[src/hdl/apad_pkg.sv]
// ----------------------------------------------------------------------------
// apad_pkg
// shared types and constants of the adaptive predictive audio decoder
// ----------------------------------------------------------------------------
package apad_pkg;

   // request and response payloads
   typedef struct packed {
      logic [7:0] data_byte;
      logic       start_of_stream;
   } req_payload_type;

   typedef struct packed {
      logic signed [15:0] sample;
      logic               right_channel;
      logic               stream_done;
      logic               decode_error;
      logic               last_of_byte;
   } rsp_payload_type;

   // register indexes
   localparam logic [1:0] CSR_STEREO_MODE  = 2'd0;
   localparam logic [1:0] CSR_OUTPUT_SHIFT = 2'd1;
   localparam logic [1:0] CSR_FRAME_LIMIT  = 2'd2;

   localparam logic [31:0] STEP_BIAS   = 32'h24;
   localparam logic [2:0]  ZERO_GROUP  = 3'd7;
   localparam int          NUM_ORDERS  = 5;

   typedef enum logic [1:0] {
      PH_UNARY,
      PH_EXTRA,
      PH_TAIL
   } phase_type;

   // what the current bit does
   typedef enum logic [2:0] {
      OC_SKIP,
      OC_OPEN,
      OC_NEXT,
      OC_FAIL,
      OC_RANGE,
      OC_FINISH
   } outcome_type;

   typedef enum logic [3:0] {
      CMD_NONE,
      CMD_LOAD,
      CMD_OPEN,
      CMD_SCAN,
      CMD_STEP,
      CMD_BIT,
      CMD_RANGE,
      CMD_FSTART,
      CMD_DOWN,
      CMD_UPINIT,
      CMD_UP,
      CMD_ENERGY,
      CMD_RESULT,
      CMD_ADV,
      CMD_FLUSH
   } cmd_op_type;

   typedef enum logic [3:0] {
      ST_IDLE,
      ST_BIT,
      ST_SCAN,
      ST_STEP,
      ST_RANGE,
      ST_FSTART,
      ST_DOWN,
      ST_UP,
      ST_RES,
      ST_ADV,
      ST_FLUSH
   } state_type;

   typedef struct packed {
      cmd_op_type op;
   } cmd_type;

   typedef struct packed {
      outcome_type outcome;
      logic        scan_last;
      logic        idx_zero;
      logic        idx_four;
      logic        rs_fail;
      logic        rs_done;
      logic        rs_nbpos;
      logic        last_bit;
      logic        slot_free;
      logic        pend_valid;
   } status_type;

endpackage

[src/hdl/adaptive_predictive_audio_decoder_top.sv]
// ----------------------------------------------------------------------------
// adaptive_predictive_audio_decoder_top
// bit-serial decoder of adaptive predictive compressed audio
// ----------------------------------------------------------------------------
// Usage:
//   req_* carries one compressed byte per request; start_of_stream clears the
//   predictor and parser state before that byte is parsed. rsp_* returns the
//   decoded samples, zero to eight per byte, last_of_byte marking the final
//   one. csr_* writes stereo_mode, output_shift and frame_limit; the user
//   must write them only while idle, which the block does not enforce.
// Flow:
//   a byte is accepted, parsed bit by bit and flushed; a sample is opened
//   (energy scan and step), range fitted and finished (difference chain,
//   energies, result). One byte at a time. A result waits in a holding
//   register until the next one is found or the byte ends.
// Reset and stall:
//   synchronous reset clears the stream state and the registers to defaults,
//   except the working payload registers, which it leaves as they are. A
//   stalled result holds in the output register; one more result can wait
//   in a holding register, after which parsing pauses until rsp_ready.
// ----------------------------------------------------------------------------
module adaptive_predictive_audio_decoder_top #(
   parameter int UNARY_LIMIT  = 50000,
   parameter int ENERGY_START = 2560
) (
   input  logic                      clock,
   input  logic                      reset,
   input  logic                      req_valid,
   output logic                      req_ready,
   input  apad_pkg::req_payload_type req_data,
   output logic                      rsp_valid,
   input  logic                      rsp_ready,
   output apad_pkg::rsp_payload_type rsp_data,
   input  logic                      csr_valid,
   output logic                      csr_ready,
   input  logic [1:0]                csr_index,
   input  logic [23:0]               csr_wdata
);
   import apad_pkg::*;

   cmd_type    cmd;
   status_type status;

   // registers are always writable
   assign csr_ready = 1'b1;

   apad_ctrl u_ctrl (
      .clock     (clock),
      .reset     (reset),
      .req_valid (req_valid),
      .req_ready (req_ready),
      .status    (status),
      .cmd       (cmd)
   );

   apad_datapath #(
      .UNARY_LIMIT  (UNARY_LIMIT),
      .ENERGY_START (ENERGY_START)
   ) u_dp (
      .clock     (clock),
      .reset     (reset),
      .req_data  (req_data),
      .rsp_ready (rsp_ready),
      .rsp_valid (rsp_valid),
      .rsp_data  (rsp_data),
      .csr_valid (csr_valid),
      .csr_index (csr_index),
      .csr_wdata (csr_wdata),
      .cmd       (cmd),
      .status    (status)
   );

endmodule

[src/hdl/apad_ctrl.sv]
// ----------------------------------------------------------------------------
// apad_ctrl
// sequencer that walks each byte bit by bit and steps the datapath
// ----------------------------------------------------------------------------
module apad_ctrl (
   input  logic                 clock,
   input  logic                 reset,
   input  logic                 req_valid,
   output logic                 req_ready,
   input  apad_pkg::status_type status,
   output apad_pkg::cmd_type    cmd
);
   import apad_pkg::*;

   state_type state_ff, state_in;

   // state register
   always_ff @(posedge clock) begin
      if (reset) begin
         state_ff <= ST_IDLE;
      end else begin
         state_ff <= state_in;
      end
   end

   // next state
   always_comb begin
      state_in = state_ff;
      unique case (state_ff)
         ST_IDLE: begin
            if (req_valid) state_in = ST_BIT;
         end
         ST_BIT: begin
            unique case (status.outcome)
               OC_SKIP, OC_NEXT: state_in = ST_ADV;
               OC_OPEN:          state_in = ST_SCAN;
               OC_FAIL:          state_in = ST_RES;
               OC_RANGE:         state_in = ST_RANGE;
               OC_FINISH:        state_in = ST_FSTART;
               default:          state_in = ST_ADV;
            endcase
         end
         ST_SCAN: begin
            if (status.scan_last) state_in = ST_STEP;
         end
         ST_STEP:   state_in = ST_BIT;
         ST_RANGE: begin
            if (status.rs_fail) begin
               state_in = ST_RES;
            end else if (status.rs_done) begin
               state_in = status.rs_nbpos ? ST_ADV : ST_FSTART;
            end
         end
         ST_FSTART: state_in = ST_DOWN;
         ST_DOWN: begin
            if (status.idx_zero) state_in = ST_UP;
         end
         ST_UP: begin
            if (status.idx_four) state_in = ST_RES;
         end
         ST_RES: begin
            if (!status.pend_valid || status.slot_free) state_in = ST_ADV;
         end
         ST_ADV: begin
            state_in = status.last_bit ? ST_FLUSH : ST_BIT;
         end
         ST_FLUSH: begin
            if (!status.pend_valid || status.slot_free) state_in = ST_IDLE;
         end
         default: state_in = ST_IDLE;
      endcase
   end

   // commands
   always_comb begin
      cmd.op    = CMD_NONE;
      req_ready = 1'b0;
      unique case (state_ff)
         ST_IDLE: begin
            req_ready = 1'b1;
            if (req_valid) cmd.op = CMD_LOAD;
         end
         ST_BIT: begin
            unique case (status.outcome)
               OC_SKIP: cmd.op = CMD_NONE;
               OC_OPEN: cmd.op = CMD_OPEN;
               default: cmd.op = CMD_BIT;
            endcase
         end
         ST_SCAN:   cmd.op = CMD_SCAN;
         ST_STEP:   cmd.op = CMD_STEP;
         ST_RANGE:  cmd.op = CMD_RANGE;
         ST_FSTART: cmd.op = CMD_FSTART;
         ST_DOWN:   cmd.op = status.idx_zero ? CMD_UPINIT : CMD_DOWN;
         ST_UP:     cmd.op = status.idx_four ? CMD_ENERGY : CMD_UP;
         ST_RES: begin
            if (!status.pend_valid || status.slot_free) cmd.op = CMD_RESULT;
         end
         ST_ADV:    cmd.op = CMD_ADV;
         ST_FLUSH: begin
            if (status.pend_valid && status.slot_free) cmd.op = CMD_FLUSH;
         end
         default:   cmd.op = CMD_NONE;
      endcase
   end

endmodule

[src/hdl/apad_datapath.sv]
// ----------------------------------------------------------------------------
// apad_datapath
// predictor state, bit parser, range fitting and result registers
// ----------------------------------------------------------------------------
module apad_datapath #(
   parameter int UNARY_LIMIT  = 50000,
   parameter int ENERGY_START = 2560
) (
   input  logic                      clock,
   input  logic                      reset,
   input  apad_pkg::req_payload_type req_data,
   input  logic                      rsp_ready,
   output logic                      rsp_valid,
   output apad_pkg::rsp_payload_type rsp_data,
   input  logic                      csr_valid,
   input  logic [1:0]                csr_index,
   input  logic [23:0]               csr_wdata,
   input  apad_pkg::cmd_type         cmd,
   output apad_pkg::status_type      status
);
   import apad_pkg::*;

   localparam logic [15:0] ULIM   = 16'(UNARY_LIMIT);
   localparam logic [31:0] E_INIT = 32'(ENERGY_START);

   // configuration
   logic        stereo_ff, stereo_in;
   logic [4:0]  oshift_ff, oshift_in;
   logic [23:0] flimit_ff, flimit_in;

   // stream state
   logic [31:0]        sums_ff  [2][NUM_ORDERS];
   logic [31:0]        sums_in  [2][NUM_ORDERS];
   logic [31:0]        energ_ff [2][NUM_ORDERS];
   logic [31:0]        energ_in [2][NUM_ORDERS];
   logic [31:0]        old_ff   [NUM_ORDERS];
   logic [31:0]        old_in   [NUM_ORDERS];
   logic [31:0]        range_ff [2];
   logic [31:0]        range_in [2];
   logic signed [5:0]  nb_ff    [2];
   logic signed [5:0]  nb_in    [2];
   phase_type          phase_ff, phase_in;
   logic [31:0]        q_ff, q_in, step_ff, step_in, erd_ff, erd_in;
   logic [31:0]        lhold_ff, lhold_in, emin_ff, emin_in;
   logic [31:0]        t_ff, t_in, rem_ff, rem_in;
   logic [2:0]         zgc_ff, zgc_in;
   logic [15:0]        ul_ff, ul_in;
   logic [23:0]        frames_ff, frames_in;
   logic               chsel_ff, chsel_in, halted_ff, halted_in, open_ff, open_in;
   logic               cur_ch_ff, cur_ch_in, cur_st_ff, cur_st_in;
   logic               grow_ff, grow_in, err_ff, err_in;
   logic [4:0]         bdue_ff, bdue_in;
   logic [7:0]         byte_ff, byte_in;
   logic [2:0]         bidx_ff, bidx_in, k_ff, k_in, idx_ff, idx_in;

   // result registers
   logic            pend_valid_ff, pend_valid_in, out_valid_ff, out_valid_in;
   rsp_payload_type pend_ff, pend_in, out_ff, out_in;

   // shared terms
   logic        ch, bit_cur, slot_free;
   logic [31:0] co, erd_n, r2, t2, rng_new, scan_e, s0, s0h, outv, sum_lr;
   logic [31:0] val, dval, tail_rem;
   logic [4:0]  bd_n, esh;
   logic signed [5:0] nb_step;
   logic        rs_fail, rs_done;
   logic [23:0] frames_n;
   logic        fin_done;
   outcome_type outcome;

   always_comb begin
      ch       = cur_ch_ff;
      bit_cur  = byte_ff[bidx_ff];
      co       = range_ff[ch] - step_ff;
      erd_n    = {erd_ff[30:0], bit_cur};
      bd_n     = bdue_ff - 5'd1;
      tail_rem = co + ((erd_ff - co) << 1) + {31'd0, bit_cur};
      slot_free = !out_valid_ff || rsp_ready;
      scan_e   = energ_ff[ch][idx_ff];
      // one range fitting step
      r2 = range_ff[ch] << 1;
      t2 = t_ff >> 1;
      if (grow_ff) begin
         rng_new = r2;
         nb_step = nb_ff[ch] + 6'sd1;
         rs_fail = (r2 == 32'd0);
         rs_done = (step_ff < r2);
      end else begin
         rng_new = t_ff;
         nb_step = nb_ff[ch] - 6'sd1;
         rs_fail = 1'b0;
         rs_done = (step_ff >= t2);
      end
      // finished value, bitwise inverted when its low bit is set
      val  = q_ff + rem_ff;
      dval = val ^ {32{val[0]}};
      // output sample
      s0     = sums_ff[ch][0];
      s0h    = 32'($signed(s0) >>> 1);
      esh    = (oshift_ff == 5'd0) ? 5'd0 : oshift_ff - 5'd1;
      sum_lr = lhold_ff + s0h;
      if (!cur_st_ff) begin
         outv = 32'($signed(s0) >>> oshift_ff);
      end else if (!ch) begin
         outv = 32'($signed(s0h) >>> esh);
      end else begin
         outv = 32'($signed(sum_lr) >>> esh);
      end
      frames_n = frames_ff + 24'd1;
      fin_done = (!cur_st_ff || ch) && (flimit_ff != 24'd0) && (frames_n == flimit_ff);
   end

   // bit classification
   always_comb begin
      if (halted_ff) begin
         outcome = OC_SKIP;
      end else if (!open_ff) begin
         outcome = OC_OPEN;
      end else begin
         case (phase_ff)
            PH_UNARY: begin
               if (bit_cur)             outcome = OC_RANGE;
               else if (ul_ff >= ULIM)  outcome = OC_FAIL;
               else                     outcome = OC_NEXT;
            end
            PH_EXTRA: begin
               if (bd_n != 5'd0)        outcome = OC_NEXT;
               else if (erd_n < co)     outcome = OC_FINISH;
               else                     outcome = OC_NEXT;
            end
            default:                    outcome = OC_FINISH;
         endcase
      end
   end

   always_comb begin
      status.outcome    = outcome;
      status.scan_last  = (idx_ff == 3'd4);
      status.idx_zero   = (idx_ff == 3'd0);
      status.idx_four   = (idx_ff == 3'd4);
      status.rs_fail    = rs_fail;
      status.rs_done    = rs_done;
      status.rs_nbpos   = (nb_step > 6'sd0);
      status.last_bit   = (bidx_ff == 3'd0);
      status.slot_free  = slot_free;
      status.pend_valid = pend_valid_ff;
   end

   // next state of everything
   always_comb begin
      stereo_in = stereo_ff;  oshift_in = oshift_ff;  flimit_in = flimit_ff;
      sums_in = sums_ff;  energ_in = energ_ff;  old_in = old_ff;
      range_in = range_ff;  nb_in = nb_ff;  phase_in = phase_ff;
      q_in = q_ff;  step_in = step_ff;  erd_in = erd_ff;  lhold_in = lhold_ff;
      emin_in = emin_ff;  t_in = t_ff;  rem_in = rem_ff;  zgc_in = zgc_ff;
      ul_in = ul_ff;  frames_in = frames_ff;  chsel_in = chsel_ff;
      halted_in = halted_ff;  open_in = open_ff;  cur_ch_in = cur_ch_ff;
      cur_st_in = cur_st_ff;  grow_in = grow_ff;  err_in = err_ff;
      bdue_in = bdue_ff;  byte_in = byte_ff;  bidx_in = bidx_ff;
      k_in = k_ff;  idx_in = idx_ff;
      pend_valid_in = pend_valid_ff;  pend_in = pend_ff;  out_in = out_ff;
      out_valid_in = out_valid_ff && !rsp_ready;

      // register writes
      if (csr_valid) begin
         case (csr_index)
            CSR_STEREO_MODE:  stereo_in = csr_wdata[0];
            CSR_OUTPUT_SHIFT: oshift_in = csr_wdata[4:0];
            CSR_FRAME_LIMIT:  flimit_in = csr_wdata;
            default: ;
         endcase
      end

      unique case (cmd.op)
         CMD_LOAD: begin
            byte_in = req_data.data_byte;
            bidx_in = 3'd7;
            if (req_data.start_of_stream) begin
               for (int c = 0; c < 2; c++) begin
                  for (int j = 0; j < NUM_ORDERS; j++) begin
                     sums_in[c][j]  = 32'd0;
                     energ_in[c][j] = E_INIT;
                  end
                  range_in[c] = 32'd2;
                  nb_in[c]    = 6'sd0;
               end
               phase_in = PH_UNARY;  q_in = 32'd0;  step_in = 32'd0;
               zgc_in = ZERO_GROUP;  ul_in = 16'd0;  erd_in = 32'd0;
               lhold_in = 32'd0;  chsel_in = 1'b0;  frames_in = 24'd0;
               halted_in = 1'b0;  open_in = 1'b0;  cur_ch_in = 1'b0;
               cur_st_in = 1'b0;  bdue_in = 5'd0;
            end
         end
         CMD_OPEN: begin
            cur_st_in = stereo_ff;
            cur_ch_in = stereo_ff ? chsel_ff : 1'b0;
            q_in = 32'd0;  zgc_in = ZERO_GROUP;  ul_in = 16'd0;  erd_in = 32'd0;
            phase_in = PH_UNARY;  open_in = 1'b1;  idx_in = 3'd0;
         end
         CMD_SCAN: begin
            // first lowest wins
            if (idx_ff == 3'd0 || scan_e < emin_ff) begin
               emin_in = scan_e;
               k_in    = idx_ff;
            end
            idx_in = idx_ff + 3'd1;
         end
         CMD_STEP: begin
            step_in = ({emin_ff[30:0], 1'b0} + emin_ff + STEP_BIAS) >> 7;
         end
         CMD_BIT: begin
            case (phase_ff)
               PH_UNARY: begin
                  if (bit_cur) begin
                     grow_in = (step_ff >= range_ff[ch]);
                     if (step_ff < range_ff[ch]) begin
                        t_in      = range_ff[ch];
                        nb_in[ch] = nb_ff[ch] + 6'sd1;
                     end
                  end else if (ul_ff >= ULIM) begin
                     err_in = 1'b1;
                  end else begin
                     q_in  = q_ff + step_ff;
                     ul_in = ul_ff + 16'd1;
                     if (zgc_ff == 3'd1) begin
                        step_in = step_ff << 2;
                        zgc_in  = ZERO_GROUP;
                     end else begin
                        zgc_in = zgc_ff - 3'd1;
                     end
                  end
               end
               PH_EXTRA: begin
                  erd_in  = erd_n;
                  bdue_in = bd_n;
                  if (bd_n == 5'd0) begin
                     if (erd_n < co) rem_in = erd_n;
                     else            phase_in = PH_TAIL;
                  end
               end
               default: rem_in = tail_rem;
            endcase
         end
         CMD_RANGE: begin
            if (rs_fail) begin
               range_in[ch] = 32'd0;
               err_in       = 1'b1;
            end else begin
               range_in[ch] = rng_new;
               nb_in[ch]    = nb_step;
               t_in         = t2;
               if (rs_done) begin
                  if (nb_step > 6'sd0) begin
                     phase_in = PH_EXTRA;
                     bdue_in  = nb_step[4:0];
                     erd_in   = 32'd0;
                  end else begin
                     rem_in = 32'd0;
                  end
               end
            end
         end
         CMD_FSTART: begin
            old_in = sums_ff[ch];
            sums_in[ch][k_ff] = dval;
            idx_in = k_ff;
            err_in = 1'b0;
         end
         CMD_DOWN: begin
            // sums below the chosen order, one per cycle
            for (int j = 0; j < NUM_ORDERS - 1; j++) begin
               if (3'(j + 1) == idx_ff) sums_in[ch][j] = old_ff[j] + sums_ff[ch][j + 1];
            end
            idx_in = idx_ff - 3'd1;
         end
         CMD_UPINIT: idx_in = k_ff;
         CMD_UP: begin
            // sums above the chosen order, one per cycle
            for (int j = 1; j < NUM_ORDERS; j++) begin
               if (3'(j - 1) == idx_ff) sums_in[ch][j] = sums_ff[ch][j - 1] - old_ff[j - 1];
            end
            idx_in = idx_ff + 3'd1;
         end
         CMD_ENERGY: begin
            for (int j = 0; j < NUM_ORDERS; j++) begin
               energ_in[ch][j] = energ_ff[ch][j]
                  + (sums_ff[ch][j] ^ {32{sums_ff[ch][j][31]}})
                  - (energ_ff[ch][j] >> 5);
            end
         end
         CMD_RESULT: begin
            if (pend_valid_ff) begin
               out_in       = pend_ff;
               out_valid_in = 1'b1;
            end
            pend_valid_in = 1'b1;
            open_in  = 1'b0;
            phase_in = PH_UNARY;
            pend_in.right_channel = cur_st_ff ? ch : 1'b0;
            pend_in.last_of_byte  = 1'b0;
            if (err_ff) begin
               pend_in.sample       = 16'sd0;
               pend_in.stream_done  = 1'b0;
               pend_in.decode_error = 1'b1;
               halted_in = 1'b1;
            end else begin
               pend_in.sample       = outv[15:0];
               pend_in.stream_done  = fin_done;
               pend_in.decode_error = 1'b0;
               if (fin_done) halted_in = 1'b1;
               if (!cur_st_ff || ch) frames_in = frames_n;
               if (cur_st_ff) begin
                  chsel_in = !ch;
                  if (!ch) lhold_in = s0h;
               end
            end
         end
         CMD_ADV: bidx_in = bidx_ff - 3'd1;
         CMD_FLUSH: begin
            out_in = pend_ff;
            out_in.last_of_byte = 1'b1;
            out_valid_in  = 1'b1;
            pend_valid_in = 1'b0;
         end
         default: ;
      endcase
   end

   // control registers
   always_ff @(posedge clock) begin
      if (reset) begin
         stereo_ff <= 1'b0;  oshift_ff <= 5'd1;  flimit_ff <= 24'd0;
         phase_ff <= PH_UNARY;  zgc_ff <= ZERO_GROUP;  ul_ff <= 16'd0;
         frames_ff <= 24'd0;  chsel_ff <= 1'b0;  halted_ff <= 1'b0;
         open_ff <= 1'b0;  cur_ch_ff <= 1'b0;  cur_st_ff <= 1'b0;
         bdue_ff <= 5'd0;  pend_valid_ff <= 1'b0;  out_valid_ff <= 1'b0;
         q_ff <= 32'd0;  step_ff <= 32'd0;  erd_ff <= 32'd0;  lhold_ff <= 32'd0;
         for (int c = 0; c < 2; c++) begin
            for (int j = 0; j < NUM_ORDERS; j++) begin
               sums_ff[c][j]  <= 32'd0;
               energ_ff[c][j] <= E_INIT;
            end
            range_ff[c] <= 32'd2;
            nb_ff[c]    <= 6'sd0;
         end
      end else begin
         stereo_ff <= stereo_in;  oshift_ff <= oshift_in;  flimit_ff <= flimit_in;
         phase_ff <= phase_in;  zgc_ff <= zgc_in;  ul_ff <= ul_in;
         frames_ff <= frames_in;  chsel_ff <= chsel_in;  halted_ff <= halted_in;
         open_ff <= open_in;  cur_ch_ff <= cur_ch_in;  cur_st_ff <= cur_st_in;
         bdue_ff <= bdue_in;  pend_valid_ff <= pend_valid_in;
         out_valid_ff <= out_valid_in;
         q_ff <= q_in;  step_ff <= step_in;  erd_ff <= erd_in;  lhold_ff <= lhold_in;
         sums_ff <= sums_in;  energ_ff <= energ_in;
         range_ff <= range_in;  nb_ff <= nb_in;
      end
   end

   // working payload registers
   always_ff @(posedge clock) begin
      old_ff <= old_in;  emin_ff <= emin_in;  t_ff <= t_in;  rem_ff <= rem_in;
      grow_ff <= grow_in;  err_ff <= err_in;  byte_ff <= byte_in;
      bidx_ff <= bidx_in;  k_ff <= k_in;  idx_ff <= idx_in;
      pend_ff <= pend_in;  out_ff <= out_in;
   end

   assign rsp_valid = out_valid_ff;
   assign rsp_data  = out_ff;

endmodule

[config.mk]
export PLATFORM = sky130hd
export DESIGN_NAME = adaptive_predictive_audio_decoder_top
export DESIGN_NICKNAME = d
export VERILOG_FILES = /design/src/hdl/apad_pkg.sv /design/src/hdl/adaptive_predictive_audio_decoder_top.sv /design/src/hdl/apad_ctrl.sv /design/src/hdl/apad_datapath.sv
export SDC_FILE = /design/constraint.sdc
export NUM_CORES = 2
export LEC_CHECK = 0
export BUFFER_PORTS_ARGS = -buffer_cell sky130_fd_sc_hd__buf_2
export CAP_MARGIN = 15
export CORE_ASPECT_RATIO = 2
export CORE_MARGIN = 2
export CORE_UTILIZATION = 35
export CTS_BUF_LIST = sky130_fd_sc_hd__clkbuf_4 sky130_fd_sc_hd__clkbuf_8
export DETAILED_ROUTE_END_ITERATION = 8
export PLACE_DENSITY = 0.55
export SLEW_MARGIN = 10
export SYNTH_ARGS = -nofsm -noshare
export SYNTH_HDL_FRONTEND = slang
export SYNTH_HIERARCHICAL = 1
export SYNTH_SLANG_ARGS = --single-unit
[constraint.sdc]
create_clock -name clock -period 21.9 [get_ports clock]
set_clock_uncertainty 0.15 [all_clocks]
set_input_delay 4.38 -clock clock [delete_from_list [all_inputs] [get_ports clock]]
set_output_delay 4.38 -clock clock [all_outputs]
set_load 0.1 [all_outputs]
Word level (Yosys, flattened, before mapping)
Cells that the tools add are included.

Register bits after elaboration: 1216. Input bits: 40.

Add/sub/neg operators: 37. Reductions and logical operators: 70. Multiplexer cells: 197. Shift-type cells: 3. Equality and inequality tests: 70. Bitwise gates (word level): 11. Order comparisons: 14.

Operators with widths (number): 320-bit 2-to-1 mux (16); 320-bit bitwise mux (14); 160-bit 2-to-1 mux (8); 320-bit case mux with 4 select lines (1); 160-bit demux with 1-bit select (6); 32-bit 2-to-1 mux (29); 320-bit case mux with 2 select lines (1); 32-bit adder (14); 32-bit case mux with 2 select lines (4); 64-bit 2-to-1 mux (3); 32-bit case mux with 3 select lines (2); 32-bit XOR (6); 32-bit by 27-bit subtractor with 32-bit output (5); 32-bit subtractor (5); 32-bit less-than comparator (4); 128-bit 2-to-1 mux (1); 64-bit case mux with 2 select lines (1); 31-bit 2-to-1 mux (4); 31-bit case mux with 4 select lines (1); 32-bit binary-select mux with 3-bit select (1); 32-bit demux with 3-bit select (1); 16-bit 2-to-1 mux (6); 96-bit 2-to-1 mux (1); 4-bit case mux with 11 select lines (2); other kinds (89) (266).

Longest topological paths before layout
Depth after elaboration: 25. Gate-level depth with buffers: 50. Mapped depth without buffers: 44.

By module
The synthesis kept the hierarchy.

By module, submodules not included: apad_datapath (cells each 11365, area each 94764.6 um2, times used 1, sequential area each 27066.0 um2); apad_ctrl (cells each 85, area each 666.9 um2, times used 1, sequential area each 80.1 um2); adaptive_predictive_audio_decoder_top (cells each 2, area each 11.3 um2, times used 1, sequential area each 0.0 um2).

Worst setup path before layout
OpenSTA, ideal clock, no wires.

Kind: reg2reg. Start point: reg u_dp.cur_ch_ff, in the netlist u_dp/ch. End point: reg u_dp/sums_ff[182] (netlist name). Arrival: 11.922 ns. Period minus slack after synthesis: 12.166 ns. Data required time: 21.656 ns. Cell stages (with the launch flop): 40. Path slack: 9.734 ns. Cell sequence: dfxtp_1 > clkbuf_1 > clkbuf_1 > mux2i_1 > inv_1 > ha_1 > buf_2 > a21o_1 > a21o_1 > a21o_1 > o21ai_0 > o211ai_1 > a211oi_1 > o31ai_1 > o41ai_1 > o2111ai_1 > o31a_1 > xor2_1 > (+4 left out) > and3_1 > a41oi_1 > a21oi_1 > o21ai_0 > nor3b_1 > o31ai_1 > nand2_1 > nand3_1 > nand2_1 > clkbuf_1 > nor2b_1 > clkbuf_1 > nand3_1 > inv_1 > clkbuf_1 > buf_1 > a22oi_1 > a211oi_1.

RTL lines: from (decl) (line apad_datapath.sv:50) `logic cur_ch_ff, cur_ch_in, cur_st_ff, cur_st_in;`; from (signal assigned) (line apad_datapath.sv:350) `open_ff <= open_in; cur_ch_ff <= cur_ch_in; cur_st_ff <= cur_st_in;`; to (signal assigned) (line apad_datapath.sv:354) `sums_ff <= sums_in; energ_ff <= energ_in;`; to (decl) (line apad_datapath.sv:32) `logic [31:0] sums_ff [2][NUM_ORDERS];`.

==> flow_summary_export.csv <==
group,metric,value,unit
run_status,run_status,"finished clean",
clock_tree,tritoncts.num_buffers,206,
final_layout,multiInputGateArea,63600,sq um
critical_path,path_class,"reg2reg",
global_routing,grt_first_pass_wirelength,622000,um
final_layout,final_cell_mix,"nor2_1, a21oi_1, dfxtp_1",
critical_path,slowest_stage,"dfxtp_4",
pwr,relative_contribution_of_the_clock_network_to_total_power,17.9,%
clock_tree,root_buffer,"clkbuf_8",
clock_tree,tritoncts,"yes",
run,cap_viol_max_count,0,
place,buffer_ports.inserted,61,
sta,final_clock_period_utilization_by_the_worst_path,56.9,%
sta,report.final.hold_viol_count,0,
global_routing,grt_use_met3,5.84,%
sta,clock.fmax,80.2,MHz
floorplan,io_pins,63,
routing,route.detailed.drc,0,
global_routing,globalRoute.busiestLayer,"met2",
critical_path,timing.critical_path.arrival,13220,ps
synth,postSynth.asyncResetShare,0,%
routing,drt_first_pass_iters,8,
clock_tree,ctsResizeCount,0,
clock_tree,clkSinkCount,1215,
routing,initialDrtViolationCount,7755,
critical_path,critical_path.startpoint_type,"register",
routing,totalWireLength,431000,um
pwr,worst_ir_drop_vdd,0.0816,mV
synth,synth_largest_area_cell,"dfxtp_1",
synth,syn-instance-count,11500,
place,half_perimeter_wire_length_of_the_detailed_placement_result,326000,um
place,gpl.final_weighted_congestion,0.992,
final_layout,register_area,27200,sq um
clock_tree,path_clk_slew,70,ps
routing,vias_per_cell,6.11,
pwr,gate_power_share,60.8,%
synth,yosys_register_bits,1215,
floorplan,floorplan.die.height,743,um
critical_path,timing.critical_path.buf_inv,6,
routing,route.detailed.wl_per_inst,28.6,um
pwr,power.sequential.fraction,21.3,%
final_layout,finalNetCount,12300,
pwr,power.switching,6.53,mW
critical_path,critical_path.max_stage_delay,790,ps
synth,synth_fp_nets,12400,
final_layout,area_growth_syn_to_layout,9.79,%
sta,finalWorstSetupSlack,9440,ps
synth,synth-warning-count,6,
routing,ant_nets_after_route,0,
global_routing,global_route.usage.met1,27.5,%
critical_path,worst-endpoint-required,22660,ps
sta,layout_min_cycle_time,12460,ps
final_layout,final_common_cell,"nor2_1",
synth,dominantRegCellSynth,"dfxtp_1",
floorplan,initial_utilization,35.1,%
clock_tree,cts_hold_repair.buffers,0,
critical_path,critical_path.endpoint_type,"register",
sta,setup-violations-final,0,
floorplan,floorplan.die_area,277000,sq um
synth,synth.top_cells.by_area,"dfxtp_1, ha_1, edfxtp_1",
clock_tree,cts_setup_buffers,0,
clock_tree,clock_tree.htree_level_count,4,
floorplan,placementRows,271,
pwr,power.static_leakage,43.0,nW
critical_path,regToRegStartpoint,"u_dp/ch$_SDFFE_PP0P_",
global_routing,grtUsageMet2,54.8,%
global_routing,grt_util_all_layers,30.1,%
synth,synthesis.area,95400,sq um
sta,maxSlewViolCount,0,
sta,timing.max_slew.rel_slack,9.16,%
pwr,switching_power_as_a_share_of_total_power,49.5,%
synth,yosys.cell_types.count,120,
clock_tree,clockBufferDepth,4,
sta,slew_of_the_pin_with_the_lowest_slew_margin,1350,ps
critical_path,r2r_cells,39,
synth,synth_enable_flop_cells,282,
pwr,fin_total_pwr,13.2,mW
min_path,min_path_cells,0,
synth,ys_seq_area_share,28.4,%
global_routing,globalRoute.totalOverflow,0,
pwr,power.density,126,nW/um^2
critical_path,cp_max_fo,55,
routing,num_vias,91800,
min_path,min_delay_worst_endpoint,"u_dp/rsp_data[9]$_DFFE_PP_",
synth,yosys.area.top_type_share,19.6,%
final_layout,final_layout_size_suffix_gt1_share,9.72,%
critical_path,worst-r2r-setup-slack,9440,ps
critical_path,worst_r2r_endpoint,"u_dp/energ_ff[199]$_SDFFE_PP0P_",
global_routing,grt_antenna_before_repair,17,
clock_tree,clock_latency,1020,ps
global_routing,grt_max_degree,195,
global_routing,vias_in_the_first_global_route,92500,
synth,avgSynthCellArea,8.33,sq um
floorplan,dieWidth,373,um
critical_path,critical_path.top_delay_family,"compound AO/OA/AOI/OAI gates",
min_path,min_path_type,"reg2reg",
floorplan,fp.coreArea,272000,sq um
final_layout,num-fill-cells,27600,
sta,unrepaired_setup_endpoints_after_global_routing,"false",
pwr,intPower,6.65,mW
min_path,hold_start,"u_dp/pend_ff[9]$_SDFFCE_PP0P_",
sta,final.setup.tns,0,ps
place,dpl_worst_slack,9530,ps
## power groups by stage
stage / combinational [mW] / sequential, mW / clock (mW)
CTS: 7.83 / 2.80 / 2.41
finish: 8.01 / 2.81 / 2.36
global placement: 7.70 / 2.83 / 0
detailed placement: 7.78 / 2.84 / 0
global route: 8.60 / 2.83 / 2.49
floorplan: 5.35 / 2.78 / 0
## per-layer routing
metal,up-vias,share of wire (%)
met1,44600,32
met5,-,0.018
li1,41500,-
met2,4060,50
met3,1720,6.0
met4,12,12
## synth_stat cells, drive strengths merged (63+ instances only)
cell and count:
a31oi 117, o211ai 78, nand2b 96, ha 777
o21ai 595, a21o 185, a222oi 83, nand3 180
nand4 88, xor2 177, a211oi 155, a21oi 1000
clkbuf 572, mux2 167, edfxtp 282, dfxtp 933
inv 749, o21bai 122, o21a 98, fa 149
a221oi 177, and2 63, buf 74, nand2 856
or3 73, nor2b 87, nor3 210, a22oi 377
xnor2 593, nor2 1198, mux2i 270, and3 81
## flip-flops by register name, summed over array words and instances, names as in the netlist, 4 cells and up
signal	cells
u_dp/frames_ff	24
u_dp/pend_ff	19
u_dp/lhold_ff	31
u_dp/rsp_data	20
u_dp/sums_ff	320
u_ctrl/state_ff	4
u_dp/q_ff	32
u_dp/bdue_ff	5
u_dp/ul_ff	16
u_dp/range_ff	64
u_dp/t_ff	32
u_dp/step_ff	32
u_dp/emin_ff	32
u_dp/rem_ff	32
u_dp/byte_ff	8
u_dp/oshift_ff	5
u_dp/nb_ff	12
u_dp/old_ff	128
u_dp/energ_ff	320
u_dp/erd_ff	31
u_dp/flimit_ff	24
## cells by family after synthesis
kind of cell,count (synthesis),share of synthesized area (%)
compound gates,3553,25.0
mux,476,5.72
other cells,1,0.00393
simple gates,3091,14.6
flops,1215,28.4
xor+xnor,770,7.09
fa+ha+maj,946,13.5
buf+inv,1400,5.61
## cell type report
class | count | share of cell area [%]
antenna | 9 | 0.0215
clock buffer | 293 | 3.50
timing repair buffer | 305 | 2.16
inverter | 754 | 2.71
clock inverter | 73 | 0.749
sequential | 1215 | 25.9
tap | 3549 | 4.24
multi-input combinational | 8837 | 60.7
## worst max-delay path by stage
| stage | end | slack, ps | start | depth (start not counted) |
|---|---|---|---|---|
| 3_3_place_gp | u_dp/energ_ff[166]$_SDFFE_PP0P_ | 9660 | u_dp/ch$_SDFFE_PP0P_ | 39 |
| 2_1_floorplan | u_dp/sums_ff[182]$_SDFFE_PP0P_ | 9730 | u_dp/ch$_SDFFE_PP0P_ | 39 |
| 6_report | u_dp/energ_ff[199]$_SDFFE_PP0P_ | 9440 | u_dp/ch$_SDFFE_PP0P_ | 39 |
| 5_1_grt | u_dp/sums_ff[125]$_SDFFE_PP0P_ | 8490 | u_dp/ch$_SDFFE_PP0P_ | 43 |
| 3_5_place_dp | u_dp/energ_ff[193]$_SDFFE_PP0P_ | 9530 | u_dp/ch$_SDFFE_PP0P_ | 39 |
| 4_1_cts | u_dp/energ_ff[193]$_SDFFE_PP0P_ | 9540 | u_dp/ch$_SDFFE_PP0P_ | 39 |
## per-stage QoR
step	util [%]	area, sq um	cells	hold WS (ps)
6_report	38.5	105000	15000	273
5_1_grt	38.5	105000	15000	274
4_1_cts	38.5	105000	15000	272
3_5_place_dp	36.8	100000	14700	256
3_3_place_gp	36.8	100000	14700	256
2_1_floorplan	-	95400	11500	250
No activity file was read; power rests on OpenSTA's default activity.
